### config.mk
export PLATFORM = sky130hd
export DESIGN_NAME = fraction_reducer_gcd
export DESIGN_NICKNAME = d
export VERILOG_FILES = /design/src/design/frgcd_pkg.sv /design/src/design/frgcd_alu.sv /design/src/design/frgcd_seq.sv /design/src/design/fraction_reducer_gcd.sv
export SDC_FILE = /design/constraint.sdc
export NUM_CORES = 1
export LEC_CHECK = 0
export ABC_AREA = 1
export BUFFER_PORTS_ARGS = -buffer_cell sky130_fd_sc_hd__buf_2
export CORE_MARGIN = 2
export CORE_UTILIZATION = 57
export DETAILED_ROUTE_END_ITERATION = 10
export PLACE_DENSITY = 0.87
export REMOVE_ABC_BUFFERS = 1
export SYNTH_ARGS = -nofsm -noshare
export SYNTH_HDL_FRONTEND = slang
export SYNTH_SLANG_ARGS = --single-unit
### constraint.sdc
create_clock -name clk_i -period 5.6 [get_ports clk_i]
set_clock_uncertainty 0.15 [all_clocks]
set_input_delay 0.84 -clock clk_i [delete_from_list [all_inputs] [get_ports clk_i]]
set_output_delay 0.84 -clock clk_i [all_outputs]
set_load 0.03 [all_outputs]
### src/design/frgcd_pkg.sv
// Package for the fraction reducer: data width, sequencer states, datapath ops
// and the control/status structs shared by the sequencer and the top level.
// No dependencies.
`default_nettype none
package frgcd_pkg;

  localparam int DATA_WIDTH = 32;
  localparam int CNT_W      = $clog2(DATA_WIDTH);

  typedef enum logic [2:0] {
    ST_IDLE,
    ST_GCD,
    ST_SHIFT,
    ST_DIVN,
    ST_DIVD,
    ST_FIN
  } state_e;

  typedef enum logic [2:0] {
    OP_NONE,
    OP_LOAD,
    OP_GCD,
    OP_SHIFT,
    OP_DIV_INIT,
    OP_DIV_STEP,
    OP_DIV_NEXT,
    OP_EMIT
  } op_e;

  typedef struct packed {
    op_e  op;
    logic in_stall;
  } ctrl_t;

  typedef struct packed {
    logic in_num_zero;
    logic in_den_zero;
    logic a_zero;
    logic k_zero;
    logic out_free;
  } status_t;

endpackage
`default_nettype wire

### src/design/frgcd_alu.sv
// Shared subtract/compare unit used by the gcd loop and both restoring divisions.
// Depends on frgcd_pkg for the data width.
`default_nettype none
module frgcd_alu (
  input  wire logic [frgcd_pkg::DATA_WIDTH:0] x_i,
  input  wire logic [frgcd_pkg::DATA_WIDTH:0] y_i,
  output logic      [frgcd_pkg::DATA_WIDTH:0] diff_o,
  output logic                              ge_o
);

  logic [frgcd_pkg::DATA_WIDTH+1:0] sub;

  assign sub    = {1'b0, x_i} - {1'b0, y_i};
  assign diff_o = sub[frgcd_pkg::DATA_WIDTH:0];
  assign ge_o   = ~sub[frgcd_pkg::DATA_WIDTH+1];

endmodule
`default_nettype wire

### src/design/frgcd_seq.sv
// Sequencer: load, binary gcd loop, gcd rescale, two restoring divisions, emit.
// Depends on frgcd_pkg for states, ops and the control/status structs.
`default_nettype none
module frgcd_seq (
  input  wire logic               clk_i,
  input  wire logic               rst_ni,
  input  wire logic               in_valid_i,
  input  wire frgcd_pkg::status_t status_i,
  output frgcd_pkg::ctrl_t        ctrl_o
);

  frgcd_pkg::state_e               state_q, state_d;
  logic [frgcd_pkg::CNT_W-1:0]     cnt_q, cnt_d;
  logic                            cnt_zero;

  assign cnt_zero = (cnt_q == '0);

  always_ff @(posedge clk_i or negedge rst_ni) begin
    if (!rst_ni) begin
      state_q <= frgcd_pkg::ST_IDLE;
      cnt_q   <= '0;
    end else begin
      state_q <= state_d;
      cnt_q   <= cnt_d;
    end
  end

  always_comb begin
    state_d = state_q;
    cnt_d   = cnt_q;
    unique case (state_q)
      frgcd_pkg::ST_IDLE: begin
        if (in_valid_i) begin
          if (status_i.in_num_zero || status_i.in_den_zero) state_d = frgcd_pkg::ST_FIN;
          else state_d = frgcd_pkg::ST_GCD;
        end
      end
      frgcd_pkg::ST_GCD: begin
        if (status_i.a_zero) state_d = frgcd_pkg::ST_SHIFT;
      end
      frgcd_pkg::ST_SHIFT: begin
        if (status_i.k_zero) begin
          state_d = frgcd_pkg::ST_DIVN;
          cnt_d   = frgcd_pkg::CNT_W'(frgcd_pkg::DATA_WIDTH - 1);
        end
      end
      frgcd_pkg::ST_DIVN: begin
        if (cnt_zero) begin
          state_d = frgcd_pkg::ST_DIVD;
          cnt_d   = frgcd_pkg::CNT_W'(frgcd_pkg::DATA_WIDTH - 1);
        end else begin
          cnt_d = cnt_q - 1'b1;
        end
      end
      frgcd_pkg::ST_DIVD: begin
        if (cnt_zero) state_d = frgcd_pkg::ST_FIN;
        else cnt_d = cnt_q - 1'b1;
      end
      frgcd_pkg::ST_FIN: begin
        if (status_i.out_free) state_d = frgcd_pkg::ST_IDLE;
      end
      default: state_d = frgcd_pkg::ST_IDLE;
    endcase
  end

  always_comb begin
    ctrl_o.op       = frgcd_pkg::OP_NONE;
    ctrl_o.in_stall = 1'b1;
    unique case (state_q)
      frgcd_pkg::ST_IDLE: begin
        ctrl_o.in_stall = 1'b0;
        if (in_valid_i) ctrl_o.op = frgcd_pkg::OP_LOAD;
      end
      frgcd_pkg::ST_GCD: begin
        if (!status_i.a_zero) ctrl_o.op = frgcd_pkg::OP_GCD;
      end
      frgcd_pkg::ST_SHIFT: begin
        ctrl_o.op = status_i.k_zero ? frgcd_pkg::OP_DIV_INIT : frgcd_pkg::OP_SHIFT;
      end
      frgcd_pkg::ST_DIVN: begin
        ctrl_o.op = cnt_zero ? frgcd_pkg::OP_DIV_NEXT : frgcd_pkg::OP_DIV_STEP;
      end
      frgcd_pkg::ST_DIVD: begin
        ctrl_o.op = frgcd_pkg::OP_DIV_STEP;
      end
      frgcd_pkg::ST_FIN: begin
        if (status_i.out_free) ctrl_o.op = frgcd_pkg::OP_EMIT;
      end
      default: ctrl_o.op = frgcd_pkg::OP_NONE;
    endcase
  end

endmodule
`default_nettype wire

### src/design/fraction_reducer_gcd.sv
// Top level of the fraction reducer: datapath registers, output register,
// sequencer and shared subtractor. Depends on frgcd_pkg, frgcd_alu, frgcd_seq.
//
//   channel | signals                                            | dir
//   --------+----------------------------------------------------+----
//   in      | in_valid_i, in_stall_o, numerator_i, denominator_i  | in
//   out     | out_valid_o, out_stall_i, reduced_numerator_o,      | out
//           | reduced_denominator_o, zero_denominator_error_o     |
//
// One item: a load, the binary gcd loop (one shift, swap or subtract per cycle)
// and its exit, shifts to restore the common power of two, the divider setup,
// a restoring division of the numerator, then of the denominator, and emit.
// Zero numerator or denominator skips straight to emit. Reset clears the
// sequencer and output valid. in_stall_o is high while busy; a result waits in
// the output register while out_stall_i is high.
`default_nettype none
module fraction_reducer_gcd (
  input  wire logic                                   clk_i,
  input  wire logic                                   rst_ni,
  input  wire logic                                   in_valid_i,
  output logic                                        in_stall_o,
  input  wire logic signed [frgcd_pkg::DATA_WIDTH-1:0] numerator_i,
  input  wire logic signed [frgcd_pkg::DATA_WIDTH-1:0] denominator_i,
  output logic                                        out_valid_o,
  input  wire logic                                   out_stall_i,
  output logic signed      [frgcd_pkg::DATA_WIDTH-1:0] reduced_numerator_o,
  output logic signed      [frgcd_pkg::DATA_WIDTH-1:0] reduced_denominator_o,
  output logic                                        zero_denominator_error_o
);

  localparam int W = frgcd_pkg::DATA_WIDTH;

  frgcd_pkg::ctrl_t   ctrl;
  frgcd_pkg::status_t status;

  logic [W-1:0] a_q, a_d, b_q, b_d, an_q, an_d, ad_q, ad_d, r_q, r_d, dq_q, dq_d;
  logic [frgcd_pkg::CNT_W-1:0] k_q, k_d;
  logic negn_q, negn_d, negd_q, negd_d, err_q, err_d;
  logic out_valid_q, out_valid_d;
  logic [W-1:0] onum_q, onum_d, oden_q, oden_d;
  logic oerr_q, oerr_d;

  logic [W-1:0] mag_num, mag_den;
  logic [W:0]   alu_x, alu_y, alu_diff;
  logic         alu_ge;

  assign mag_num = numerator_i[W-1]   ? (W'(0) - numerator_i)   : numerator_i;
  assign mag_den = denominator_i[W-1] ? (W'(0) - denominator_i) : denominator_i;

  assign status.in_num_zero = (numerator_i == '0);
  assign status.in_den_zero = (denominator_i == '0);
  assign status.a_zero      = (a_q == '0);
  assign status.k_zero      = (k_q == '0);
  assign status.out_free    = !out_valid_q || !out_stall_i;

  frgcd_seq u_seq (
    .clk_i      (clk_i),
    .rst_ni     (rst_ni),
    .in_valid_i (in_valid_i),
    .status_i   (status),
    .ctrl_o     (ctrl)
  );

  always_comb begin
    if (ctrl.op == frgcd_pkg::OP_GCD) alu_x = {1'b0, a_q};
    else alu_x = {r_q, dq_q[W-1]};
    alu_y = {1'b0, b_q};
  end

  frgcd_alu u_alu (
    .x_i    (alu_x),
    .y_i    (alu_y),
    .diff_o (alu_diff),
    .ge_o   (alu_ge)
  );

  always_ff @(posedge clk_i or negedge rst_ni) begin
    if (!rst_ni) begin
      out_valid_q <= 1'b0;
    end else begin
      out_valid_q <= out_valid_d;
    end
  end

  always_ff @(posedge clk_i) begin
    a_q    <= a_d;
    b_q    <= b_d;
    an_q   <= an_d;
    ad_q   <= ad_d;
    r_q    <= r_d;
    dq_q   <= dq_d;
    k_q    <= k_d;
    negn_q <= negn_d;
    negd_q <= negd_d;
    err_q  <= err_d;
    onum_q <= onum_d;
    oden_q <= oden_d;
    oerr_q <= oerr_d;
  end

  always_comb begin
    a_d    = a_q;
    b_d    = b_q;
    an_d   = an_q;
    ad_d   = ad_q;
    r_d    = r_q;
    dq_d   = dq_q;
    k_d    = k_q;
    negn_d = negn_q;
    negd_d = negd_q;
    err_d  = err_q;
    onum_d = onum_q;
    oden_d = oden_q;
    oerr_d = oerr_q;
    out_valid_d = out_valid_q && out_stall_i;
    case (ctrl.op)
      frgcd_pkg::OP_LOAD: begin
        a_d    = mag_num;
        b_d    = mag_den;
        an_d   = mag_num;
        ad_d   = mag_den;
        k_d    = '0;
        negn_d = numerator_i[W-1];
        negd_d = denominator_i[W-1];
        err_d  = status.in_den_zero;
        dq_d   = W'(1);
        if (status.in_den_zero) begin
          an_d   = '0;
          dq_d   = '0;
          negn_d = 1'b0;
          negd_d = 1'b0;
        end else if (status.in_num_zero) begin
          an_d   = '0;
          negn_d = 1'b0;
          negd_d = 1'b0;
        end
      end
      frgcd_pkg::OP_GCD: begin
        if (!a_q[0] && !b_q[0]) begin
          a_d = a_q >> 1;
          b_d = b_q >> 1;
          k_d = k_q + 1'b1;
        end else if (!a_q[0]) begin
          a_d = a_q >> 1;
        end else if (!b_q[0]) begin
          b_d = b_q >> 1;
        end else if (!alu_ge) begin
          a_d = b_q;
          b_d = a_q;
        end else begin
          a_d = alu_diff[W-1:0] >> 1;
        end
      end
      frgcd_pkg::OP_SHIFT: begin
        b_d = b_q << 1;
        k_d = k_q - 1'b1;
      end
      frgcd_pkg::OP_DIV_INIT: begin
        r_d  = '0;
        dq_d = an_q;
      end
      frgcd_pkg::OP_DIV_STEP: begin
        r_d  = alu_ge ? alu_diff[W-1:0] : alu_x[W-1:0];
        dq_d = {dq_q[W-2:0], alu_ge};
      end
      frgcd_pkg::OP_DIV_NEXT: begin
        an_d = {dq_q[W-2:0], alu_ge};
        r_d  = '0;
        dq_d = ad_q;
      end
      frgcd_pkg::OP_EMIT: begin
        onum_d      = negn_q ? (W'(0) - an_q) : an_q;
        oden_d      = negd_q ? (W'(0) - dq_q) : dq_q;
        oerr_d      = err_q;
        out_valid_d = 1'b1;
      end
      default: begin
      end
    endcase
  end

  assign in_stall_o               = ctrl.in_stall;
  assign out_valid_o              = out_valid_q;
  assign reduced_numerator_o      = onum_q;
  assign reduced_denominator_o    = oden_q;
  assign zero_denominator_error_o = oerr_q;

endmodule
`default_nettype wire

==> impl_summary.md, run 1 <==
Layout
The final core utilization is 0.637. Compared with the post-synthesis result, the final layout area differs by 10.6%. The final instance area is 0.0201 sq mm. In the final layout, flip-flops and latches occupy 0.00818 sq mm. The share of cells above drive strength 1 is 0.116.

The number of inserted filler cells in the final layout is 2584. For this run, the number of standard cells in the final layout without fillers is 2783. The area of the multi-input gates is 0.00857 sq mm. At the end of the flow, the number of nets in the layout was 2462.

Floorplan
In this run the vertical extent of the chip is 182 um. The total area inside the core boundary comes to 0.0315 sq mm. The effective utilization at floorplan is 0.576.

The overall die width is 182 um. The die area is 0.0332 sq mm. 135 I/O pins were placed.

The floorplan has 65 rows.

STA
The slew of the pin with the lowest slew margin is 1.06 ns. The final-report hold violation count was 0. The relative max-transition margin is 0.289. In the finished design, the share of the clock period the worst path needs comes to 0.861. The worst hold margin is 0.295 ns. The top achievable clock speed is 207 MHz. The worst setup margin is 0.777 ns. The final number of max-transition violations was 0. The aggregate negative setup slack is 0 ns. The routed design could run at a clock period as short as 4.82 ns. Setup violations remaining at the end of the flow were counted as 0. Setup repair after global routing left no endpoint under its margin.

Yosys
In this run, distinct cell masters in the synthesized netlist total 58. Of the total synthesized cell area, the portion taken by full adders, half adders and majority gates is 0.0305. The share of synthesized area in the top cell type comes to 0.439. The synthesized design contains 265 enable-type register cells. In the post-synthesis netlist, the biggest area contributors are sky130_fd_sc_hd__edfxtp_1 44%, sky130_fd_sc_hd__nand2_1 13%, sky130_fd_sc_hd__inv_1 5.3%.

The most common cell in the netlist is sky130_fd_sc_hd__nand2_1. The compound-cell area share of the yosys netlist is 0.121. The cell area after technology mapping is 0.0181 sq mm. The basic-gate share of the synthesized area counting and, or, nand and nor cells is 0.259.

Among all flip-flop cells after synthesis, the most frequent one is sky130_fd_sc_hd__edfxtp_1. The yosys synthesis warning count is 0. The part of the Yosys area used for sequential elements is 0.451. The library cell occupying the most area in the post-synthesis netlist is sky130_fd_sc_hd__edfxtp_1. Counting flops and latches in the post-synthesis netlist gives 274. Of the total synthesized cell area, the portion taken by XOR and XNOR cells is 0.0609.

By count the netlist is led by 630 x sky130_fd_sc_hd__nand2_1, 265 x sky130_fd_sc_hd__edfxtp_1, 256 x sky130_fd_sc_hd__inv_1. The fraction of registers with async set/reset is 0.0328. The cell count after synthesis came out at 2242. The mean cell area of the mapped netlist is 8.09 sq um. The portion of netlist area occupied by mux cells is 0. After synthesis, the largest family of logic cells by area is simple AND/OR/NAND/NOR gates.

Setup path
The endpoint arrival time on the critical path is 4.99 ns. Data on the critical path is required at its endpoint by 5.77 ns. The worst setup path is launched from a register. STA classifies the critical path endpoint as a register. The highest fanout seen on the critical path is 72. The worst setup path category is register to register.

Detailed routing
For this run, the detailed router's first-pass iteration total came to 9. The remaining design rule violation count is 1. Dividing the detail-routed wire length by the instance count gives 19.3 um. The remaining antenna violation count after routing is 0. For this block, the initial DRC count from the detailed router was 2237. Detailed routing inserted a total of 16500 vias. Using the TritonRoute via totals, the vias-per-cell ratio works out to 5.92. For this block, the routed nets add up to 53.6 mm of wire.

CTS
The maximum buffer depth of the clock tree is 3. Clock-pin slew was measured on the worst setup and hold paths at 0.06 ns. The CTS root buffer is sky130_fd_sc_hd__clkbuf_16. The number of gates given a new drive strength after cts is 0. The clock tree from TritonCTS is yes. The hold buffer count at cts is 1.

The latest clock arrival within the worst-skew pair is 0.57 ns. CTS built an H-tree with a depth of 1. The number of clock sinks seen by CTS is 274. The number of setup buffers added after CTS is 0. Clock tree synthesis inserted a total of 29 buffers.

Job
The max-capacitance violation count is 0.

GRT
The via count of the first global-routing pass came to 15400. The total global-route track usage is 0.320. The first global-routing pass estimated 83.4 mm of wire. The initial antenna violation count is 3. The remaining global-route overflow is 0. The largest net degree at the start of global routing is 73.

Placement
OpenSTA, run right after detailed placement, puts the worst setup slack at 0.909 ns. The instance area at placement is 0.0191 sq mm. The final weighted congestion of routability-driven global placement is 1.02.

After legalization and detailed placement, the total HPWL measured 41.1 mm. The number of placed instances, taps included is 2721. The number of input and output port buffers inserted is 134.

Power and ir drop
The analysis attributes to cell leakage a power of 8.71 nW. The post-route total power is 14.7 mW. The maximum ir drop on the vdd rail is 0.000488 V.

Power spread over the standard cell area amounts to 731 mW/mm^2.

Worst hold path
The tightest min-delay check is of the register to register type.

Outcome
The flow ran to the end, but the final reports show violations. The checks that failed: design-rule violations.
registers in the layout (all words and copies together), names as in the netlist:
register	count
a_q	32
ad_q	32
an_q	32
b_q	32
dq_q	32
err_q	1
k_q	5
negd_q	1
negn_q	1
out_valid_o	1
r_q	32
reduced_denominator_o	32
reduced_numerator_o	32
u_seq.cnt_q	5
u_seq.state_q	3
zero_denominator_error_o	1
kinds of logic (layout without fill, tap and decap cells):
kind of cell,after synthesis,in the layout
buffers and inverters,344,475
other,0,8
adders and majority gates,43,43
xor gates and xnor gates,126,126
and+or+nand+nor,1096,1096
AOI/OAI and AO/OA,359,359
DFF,274,274
power breakdown:
part | internal, mW | switching (mW) | leakage [nW] | total (mW)
Clock | 1.14 | 0.828 | 0.455 | 1.97
Combinational | 2.68 | 5.93 | 5.65 | 8.61
Sequential | 3.62 | 0.466 | 2.60 | 4.08
Total | 7.44 | 7.23 | 8.71 | 14.7
worst paths after layout:
path                            startpoint                       end  slack [ns]  depth (start not counted)
worst min register to register       err_q  zero_denominator_error_o        0.30                          0
worst min-delay path                 err_q  zero_denominator_error_o        0.30                          0
max in group asynchronous           rst_ni            u_seq.cnt_q[3]        4.58                          2
worst max register to register      a_q[0]                   a_q[20]        0.78                         21
min in group asynchronous           rst_ni               out_valid_o        0.52                          2
worst max-delay path                a_q[0]                   a_q[20]        0.78                         21
metal layers:
| layer | vias to the layer above | part of all wire | global-route usage |
|---|---|---|---|
| met3 | 134 | 0.098 | 0.0409 |
| met2 | 976 | 0.46 | 0.522 |
| met1 | 7611 | 0.40 | 0.437 |
| met4 | 2 | 0.040 | 0.123 |
| met5 | - | 0.00034 | 0 |
| li1 | 7761 | - | - |
critical path, cell delays in order, from the launching register on:
cell                       delay, ns
sky130_fd_sc_hd__edfxtp_1       0.46
sky130_fd_sc_hd__nor2_1         0.18
sky130_fd_sc_hd__nand2_1        0.07
sky130_fd_sc_hd__nor2_1         0.12
sky130_fd_sc_hd__nand2_1        0.11
sky130_fd_sc_hd__o21ai_4        0.18
sky130_fd_sc_hd__buf_4          0.63
sky130_fd_sc_hd__nor2_1         0.14
sky130_fd_sc_hd__nor2_1         0.21
sky130_fd_sc_hd__ha_1           0.31
sky130_fd_sc_hd__nand2_1        0.13
sky130_fd_sc_hd__inv_1          0.05
sky130_fd_sc_hd__a21oi_1        0.19
sky130_fd_sc_hd__nand2_1        0.10
sky130_fd_sc_hd__a21oi_1        0.16
sky130_fd_sc_hd__nand2_2        0.11
sky130_fd_sc_hd__nand2_4        0.12
sky130_fd_sc_hd__nand2_4        0.27
sky130_fd_sc_hd__inv_4          0.53
sky130_fd_sc_hd__nand2_1        0.12
sky130_fd_sc_hd__nand3_1        0.11
sky130_fd_sc_hd__nand2_1        0.06
cells in the final DEF, fill, tap and decap left out, types with 33 or more instances in the layout:
master and n:
sky130_fd_sc_hd__nand4_1 33, sky130_fd_sc_hd__a21oi_1 97, sky130_fd_sc_hd__nand3_1 126, sky130_fd_sc_hd__xor2_1 97, sky130_fd_sc_hd__inv_1 256, sky130_fd_sc_hd__ha_1 41
sky130_fd_sc_hd__buf_2 134, sky130_fd_sc_hd__o21ai_0 133, sky130_fd_sc_hd__edfxtp_1 265, sky130_fd_sc_hd__nor2_1 211, sky130_fd_sc_hd__nand2_1 629
cell type report:
class,instances,area share
repair buffers,154,0.0411
inverters,268,0.0503
flip-flops and latches,274,0.408
clock inverters,14,0.00923
clock buffers,39,0.0381
multi-input cells,1624,0.427
diodes,8,0.000998
well taps,402,0.0251
Note: power is estimated with default switching activity, not from simulation.
==> run 2, diff against run 1 <==
--- a/config.mk
+++ b/config.mk
@@ -6,7 +6,7 @@
 export NUM_CORES = 1
 export LEC_CHECK = 0
 export ABC_AREA = 1
-export BUFFER_PORTS_ARGS = -buffer_cell sky130_fd_sc_hd__buf_2
+export BUFFER_PORTS_ARGS = -buffer_cell sky130_fd_sc_hd__buf_4
 export CORE_MARGIN = 2
 export CORE_UTILIZATION = 57
 export DETAILED_ROUTE_END_ITERATION = 10
==> impl_summary.md, run 2 (synthesis results as in run 1) <==
Detailed routing
The average wire per cell in the routed design is 19.2 um (was 19.3 um). The remaining design rule violation count came to 0 (was 1). The ratio of routed vias to standard cells is 6.02 (was 5.92).

The detailed router's first-iteration violation count is 2183 (was 2237). The vias after detailed routing came to 16700 (was 16500). The sum of routed wire length over all layers is 53.3 mm (was 53.6 mm).

The total iterations of the first detailed-routing run came to 5 (was 9). The remaining antenna violation count after routing is 0 (unchanged).

STA
The relative max-transition margin came to 0.133 (was 0.289). The slew of the pin with the lowest slew margin is 1.30 ns (was 1.06 ns). The count of final setup violators is 0 (unchanged).

Setup repair after global routing missed its margin: false (unchanged). The worst setup margin was 0.756 ns (was 0.777 ns). The worst hold margin came to 0.271 ns (was 0.295 ns). The aggregate negative setup slack was 0 ns (unchanged).

The final number of max-transition violations is 0 (unchanged). The post-layout minimum cycle time came to 4.84 ns (was 4.82 ns). The final-report hold violation count came to 0 (unchanged).

The top achievable clock speed is 206 MHz (was 207 MHz). The share of the clock period used by the worst path after layout was 0.865 (was 0.861).

Setup path
The biggest cell delay along the critical path is 0.51 ns (was 0.63 ns). The worst path required time is 5.74 ns (was 5.77 ns). The endpoint arrival time on the critical path was 4.99 ns (about the same). The number of cells traversed by the worst register-to-register path is 23 (was 21). The kind of capture point of the worst setup path is a register (unchanged). Cell-by-cell listing of the critical path: nor2_1 > nand2_1 > nor2_1 > nand2_1 > o21ai_4 > inv_2 > nand2_1 > nand2_1 > ha_1 > nand2_1 > inv_2 > nand2_1 > nand2_1 > a21oi_2 > nand2_4 > nand2_2 > nand2_2 > nand2_4 > nand2_4 > inv_4 > nand2_1 > nand3_1 > nand2_1 (was nor2_1 > nand2_1 > nor2_1 > nand2_1 > o21ai_4 > buf_4 > nor2_1 > nor2_1 > ha_1 > nand2_1 > inv_1 > a21oi_1 > nand2_1 > a21oi_1 > nand2_2 > nand2_4 > nand2_4 > inv_4 > nand2_1 > nand3_1 > nand2_1). The slowest cell on the critical path is sky130_fd_sc_hd__edfxtp_1 (was sky130_fd_sc_hd__buf_4). The worst setup path category is register to register (unchanged). The highest fanout seen on the critical path is 46 (was 72).

The most frequent cell on the critical path is sky130_fd_sc_hd__nand2_1 (unchanged). The type of origin of the critical path is a register (unchanged).

Placement
The instance area at placement is 0.0194 sq mm (was 0.0191 sq mm). The final weighted congestion of routability-driven global placement is 1.01 (was 1.02). The number of input and output port buffers inserted is 134 (unchanged). The pre-CTS setup slack is 0.995 ns (was 0.909 ns).

The number of placed instances, taps included is 2721 (unchanged). The half-perimeter wire length after placement is 41.1 mm (about the same).

CTS
The CTS root buffer is sky130_fd_sc_hd__clkbuf_16 (unchanged). The TritonCTS buffer count is 27 (was 29). The maximum buffer depth of the clock tree is 3 (unchanged). The latest clock arrival within the worst-skew pair is 0.55 ns (was 0.57 ns). The clock tree from TritonCTS is yes (unchanged).

The number of clock sinks seen by CTS came to 274 (unchanged). The number of levels in the clock H-tree came to 1 (unchanged). The clock-pin slew on the worst setup and hold paths was 0.07 ns (was 0.06 ns). The number of gates given a new drive strength after cts was 0 (unchanged).

Power and ir drop
The net switching power figure is 7.19 mW (was 7.23 mW). The total power density per cell area is 719 mW/mm^2 (was 731 mW/mm^2). The clock share of power is 0.127 (was 0.134). The fraction of power consumed by sequential logic is 0.281 (was 0.278). The switching share of power is 0.493 (about the same). The maximum ir drop on the vdd rail was 0.000490 V (was 0.000488 V).

The cell-internal power is 7.40 mW (was 7.44 mW). The static leakage is 8.80 nW (was 8.71 nW). The post-route total power came to 14.6 mW (was 14.7 mW).

The proportion of power drawn by combinational gates is 0.592 (was 0.587).

GRT
The largest net degree at the start of global routing came to 66 (was 73). The remaining global-route overflow is 0 (unchanged). The via count of the first global-routing pass is 15600 (was 15400). The total global-route track usage is 0.316 (was 0.320). The initial antenna violation count is 3 (unchanged). The global-route wire length before repair came to 83.0 mm (was 83.4 mm).

Floorplan
The die area is 0.0332 sq mm (unchanged). The count of boundary I/O pins came to 135 (unchanged). The overall die width was 182 um (unchanged). The floorplan row count is 65 (unchanged). The die boundary height came to 182 um (unchanged).

The effective utilization at floorplan came to 0.576 (unchanged). The core footprint is 0.0315 sq mm (unchanged).

Outcome
Result of the run: finished, final reports clean (was finished with violations).

Worst hold path
The cell depth of the worst min-delay path is 0 (unchanged). The worst min-delay path class is register to register (unchanged).

Job
The max-capacitance violation count came to 0 (unchanged).

Layout
The number of non-filler instances in the completed layout came to 2773 (was 2783). The area growth from synthesis to final layout came to 12.0% (was 10.6%). The final instance area is 0.0203 sq mm (was 0.0201 sq mm).

Top library cells by usage in the layout, fill and taps aside: 630 x sky130_fd_sc_hd__nand2_1, 265 x sky130_fd_sc_hd__edfxtp_1, 256 x sky130_fd_sc_hd__inv_1, 211 x sky130_fd_sc_hd__nor2_1, 153 x sky130_fd_sc_hd__buf_4 (was 629 x sky130_fd_sc_hd__nand2_1, 265 x sky130_fd_sc_hd__edfxtp_1, 256 x sky130_fd_sc_hd__inv_1, 211 x sky130_fd_sc_hd__nor2_1, 134 x sky130_fd_sc_hd__buf_2). The share of cells above drive strength 1 was 0.118 (was 0.116). The number of nets in the finished design is 2460 (was 2462). The most common cell after layout, fill and taps aside was sky130_fd_sc_hd__nand2_1 (unchanged). The final core utilization was 0.645 (was 0.637).
==> run 2: changes by cell type in the layout (fill, tap and decap cells not counted), moves of 2 or more <==
| cell | before | now |
|---|---|---|
| sky130_fd_sc_hd__buf_2 | 134 | 0 |
| sky130_fd_sc_hd__buf_4 | 19 | 153 |
| sky130_fd_sc_hd__clkbuf_1 | 10 | 4 |
| sky130_fd_sc_hd__clkbuf_16 | 29 | 27 |
| sky130_fd_sc_hd__clkbuf_8 | 0 | 2 |
| sky130_fd_sc_hd__clkinv_1 | 8 | 5 |
| sky130_fd_sc_hd__clkinv_2 | 2 | 6 |
| sky130_fd_sc_hd__clkinvlp_4 | 1 | 3 |
| sky130_fd_sc_hd__diode_2 | 8 | 2 |
==> run 2: repair_timing <==
action                                 in CTS  in global routing
endpoints found under the hold margin       9                  0
buffers inserted                            0                  0
hold buffers                                1                  0
==> run 2: final cells by class <==
type | count | area [sq um]
Clock inverter | 16 | 168
Fill cell | 2586 | 11200
Inverter | 268 | 1010
Tap cell | 402 | 503
Timing Repair Buffer | 154 | 1160
Sequential cell | 274 | 8180
Antenna cell | 2 | 5.00
Clock buffer | 33 | 718
Multi-Input combinational cell | 1624 | 8570
==> run 2: routing by layer <==
metal,track usage,routed length (um)
met1,0.425,21000
met4,0.123,2170
met5,0,12
met2,0.528,24800
met3,0.0353,5310
==> run 2: power groups by stage <==
stage,logic [mW],clock network [mW],registers [mW]
2_1_floorplan,6.09,0,4.08
6_report,8.64,1.85,4.10
4_1_cts,8.47,1.86,4.08
3_5_place_dp,8.43,0,4.11
3_3_place_gp,8.20,0,4.08
5_1_grt,9.54,1.93,4.16
==> run 2: critical path, delay by kind of cell (launching register included) <==
family                   cells  cell delay, ns
flip-flops                   1            0.51
AND/OR/NAND/NOR             17            2.06
buffers and inverters        3            0.88
adder cells (fa/ha/maj)      1            0.33
AO/OA/AOI/OAI                2            0.60
==> run 2: path summary, 6_finish.rpt <==
kind	start	endpoint	slack [ns]
worst max-delay path	a_q[0]	a_q[20]	0.76
worst min-delay path	err_q	zero_denominator_error_o	0.27
worst max register to register	a_q[0]	a_q[20]	0.76
worst min register to register	err_q	zero_denominator_error_o	0.27
max in group asynchronous	rst_ni	u_seq.cnt_q[2]	4.63
min in group asynchronous	rst_ni	u_seq.state_q[0]	0.52
==> run 3, diff against run 2 <==
--- a/config.mk
+++ b/config.mk
@@ -7,6 +7,7 @@
 export LEC_CHECK = 0
 export ABC_AREA = 1
 export BUFFER_PORTS_ARGS = -buffer_cell sky130_fd_sc_hd__buf_4
+export CAP_MARGIN = 10
 export CORE_MARGIN = 2
 export CORE_UTILIZATION = 57
 export DETAILED_ROUTE_END_ITERATION = 10
==> constraint.sdc (replaced) <==
create_clock -name clk_i -period 5.6 [get_ports clk_i]
set_clock_uncertainty 0.15 [all_clocks]
set_input_delay 0.56 -clock clk_i [delete_from_list [all_inputs] [get_ports clk_i]]
set_output_delay 0.56 -clock clk_i [all_outputs]
set_load 0.03 [all_outputs]
==> impl_summary.md, run 3 (synthesis results as in run 1) <==
Placement
The number of placed instances, taps included is 2721 (unchanged). The final weighted congestion of routability-driven global placement was 1.01 (unchanged). The half-perimeter wire length after placement is 41.1 mm (unchanged). The number of input and output port buffers inserted is 134 (unchanged).

Detailed routing
The ratio of routed vias to standard cells came to 6.00 (was 6.02). The vias after detailed routing came to 16600 (was 16700). The detailed router's first-iteration violation count came to 2216 (was 2183). The average wire per cell in the routed design was 19.3 um (was 19.2 um). The remaining antenna violation count after routing is 0 (unchanged). The remaining design rule violation count is 0 (unchanged). The total iterations of the first detailed-routing run is 8 (was 5). The sum of routed wire length over all layers was 53.5 mm (was 53.3 mm).

Power and ir drop
The proportion of power drawn by combinational gates came to 0.594 (was 0.592). The post-route total power is 14.7 mW (was 14.6 mW). The cell-internal power was 7.43 mW (was 7.40 mW).

The net switching power figure is 7.22 mW (was 7.19 mW). The static leakage was 8.81 nW (was 8.80 nW). The total power density per cell area is 720 mW/mm^2 (was 719 mW/mm^2).

The maximum ir drop on the vdd rail came to 0.000491 V (was 0.000490 V). The clock share of power is 0.127 (about the same). The fraction of power consumed by sequential logic is 0.279 (was 0.281). The switching share of power is 0.493 (about the same).

GRT
The global-route wire length before repair is 83.0 mm (unchanged). The via count of the first global-routing pass is 15600 (unchanged). The total global-route track usage came to 0.316 (unchanged). The remaining global-route overflow came to 0 (unchanged).

The initial antenna violation count is 3 (unchanged). The largest net degree at the start of global routing was 66 (unchanged).

Setup path
The highest fanout seen on the critical path is 46 (unchanged). The endpoint arrival time on the critical path is 4.98 ns (was 4.99 ns). The type of origin of the critical path is a register (unchanged). The worst setup path category is register to register (unchanged). The worst path required time was 5.75 ns (was 5.74 ns). The kind of capture point of the worst setup path is a register (unchanged).

Layout
Top library cells by usage in the layout, fill and taps aside: 630 x sky130_fd_sc_hd__nand2_1, 265 x sky130_fd_sc_hd__edfxtp_1, 256 x sky130_fd_sc_hd__inv_1, 211 x sky130_fd_sc_hd__nor2_1, 153 x sky130_fd_sc_hd__buf_4 (unchanged). The number of non-filler instances in the completed layout is 2774 (was 2773). The area growth from synthesis to final layout is 12.2% (was 12.0%).

The number of inserted filler cells in the final layout is 2584 (was 2586). The number of nets in the finished design is 2461 (was 2460). The share of cells above drive strength 1 is 0.118 (about the same). The most common cell after layout, fill and taps aside was sky130_fd_sc_hd__nand2_1 (unchanged).

STA
The share of the clock period used by the worst path after layout is 0.864 (was 0.865). The relative max-transition margin is 0.254 (was 0.133). The count of final setup violators is 0 (unchanged). The final number of max-transition violations is 0 (unchanged).

The slew of the pin with the lowest slew margin is 1.12 ns (was 1.30 ns). The worst hold margin is 0.0479 ns (was 0.271 ns). The top achievable clock speed is 207 MHz (was 206 MHz). The aggregate negative setup slack is 0 ns (unchanged).

The final-report hold violation count is 0 (unchanged). Setup repair after global routing missed its margin: false (unchanged). The post-layout minimum cycle time is 4.84 ns (about the same).

CTS
The latest clock arrival within the worst-skew pair came to 0.55 ns (about the same). The clock tree from TritonCTS is yes (unchanged). The TritonCTS buffer count is 27 (unchanged). The maximum buffer depth of the clock tree is 3 (unchanged).

The number of clock sinks seen by CTS is 274 (unchanged). The clock-pin slew on the worst setup and hold paths was 0.07 ns (about the same). The CTS root buffer is sky130_fd_sc_hd__clkbuf_16 (unchanged). The number of levels in the clock H-tree was 1 (unchanged).

Job
The max-capacitance violation count came to 0 (unchanged).

Floorplan
The floorplan row count is 65 (unchanged). The core footprint is 0.0315 sq mm (unchanged). The count of boundary I/O pins is 135 (unchanged). The die area was 0.0332 sq mm (unchanged). The die boundary height is 182 um (unchanged). The overall die width is 182 um (unchanged). The effective utilization at floorplan is 0.576 (unchanged).

Outcome
Result of the run: finished, final reports clean (unchanged).

Worst hold path
The worst min-delay path class is primary input to register (was register to register).
[run 3: changes by cell type in the layout (fill, tap and decap cells not counted), sizes merged]
cell	change
buf	+1
[run 3: power by group through the flow]
stage | combinational, mW | clock, mW | sequential [mW]
after floorplan | 6.09 | 0 | 4.08
after global placement | 8.20 | 0 | 4.08
after detailed placement | 8.43 | 0 | 4.11
after CTS | 8.47 | 1.86 | 4.08
after global routing | 9.58 | 1.93 | 4.16
final | 8.70 | 1.85 | 4.09
[run 3: worst max-delay path, stage by stage, from the launching register on]
cell	delay, ns
sky130_fd_sc_hd__edfxtp_1	0.51
sky130_fd_sc_hd__nor2_1	0.22
sky130_fd_sc_hd__nand2_1	0.10
sky130_fd_sc_hd__nor2_1	0.16
sky130_fd_sc_hd__nand2_1	0.15
sky130_fd_sc_hd__o21ai_4	0.42
sky130_fd_sc_hd__inv_2	0.39
sky130_fd_sc_hd__nand2_1	0.16
sky130_fd_sc_hd__nand2_1	0.08
sky130_fd_sc_hd__ha_1	0.34
sky130_fd_sc_hd__nand2_1	0.18
sky130_fd_sc_hd__inv_2	0.05
sky130_fd_sc_hd__nand2_1	0.08
sky130_fd_sc_hd__nand2_1	0.09
sky130_fd_sc_hd__a21oi_2	0.17
sky130_fd_sc_hd__nand2_4	0.09
sky130_fd_sc_hd__nand2_2	0.06
sky130_fd_sc_hd__nand2_2	0.07
sky130_fd_sc_hd__nand2_4	0.12
sky130_fd_sc_hd__nand2_4	0.18
sky130_fd_sc_hd__inv_4	0.45
sky130_fd_sc_hd__nand2_1	0.12
sky130_fd_sc_hd__nand3_1	0.12
sky130_fd_sc_hd__nand2_1	0.06
[run 3: final timing paths]
path	start	end	slack (ns)	cells past startpoint
worst min-delay path	denominator_i[0]	ad_q[0]	0.05	1
min in group asynchronous	rst_ni	u_seq.state_q[0]	0.24	2
worst max register to register	a_q[0]	a_q[20]	0.76	23
worst min register to register	err_q	zero_denominator_error_o	0.27	0
max in group asynchronous	rst_ni	u_seq.cnt_q[2]	4.91	2
worst max-delay path	a_q[0]	a_q[20]	0.76	23
[run 3: metrics by stage]
step	utilization	instance area (sq um)	setup WS, ns
detailed placement	0.617	19400	0.995
CTS	0.645	20300	0.949
global placement	0.617	19400	1.11
floorplan	-	17700	-0.915
finish	0.646	20300	0.763
global route	0.646	20300	0.473
[run 3: per-layer routing]
metal  GRT usage  wire, um  vias up
met1       0.425     21200     7689
met4       0.123      2190        2
met3      0.0353      5080      163
met2       0.528     25000     1054
met5           0        12        -
li1            -         -     7733
[run 3: final cells by class]
type                            count  area, sq um  area share
Clock buffer                       33          718      0.0353
Clock inverter                     16          168     0.00824
Antenna cell                        2         5.00    0.000246
Inverter                          268         1010      0.0496
Sequential cell                   274         8180       0.402
Timing Repair Buffer              155         1190      0.0583
Tap cell                          402          503      0.0247
Multi-Input combinational cell   1624         8570       0.421
[run 3: timing repair]
action	CTS	global route
hold endpoints to repair	9	0
hold buffers	1	0
setup buffers	0	0
resized for setup	0	0
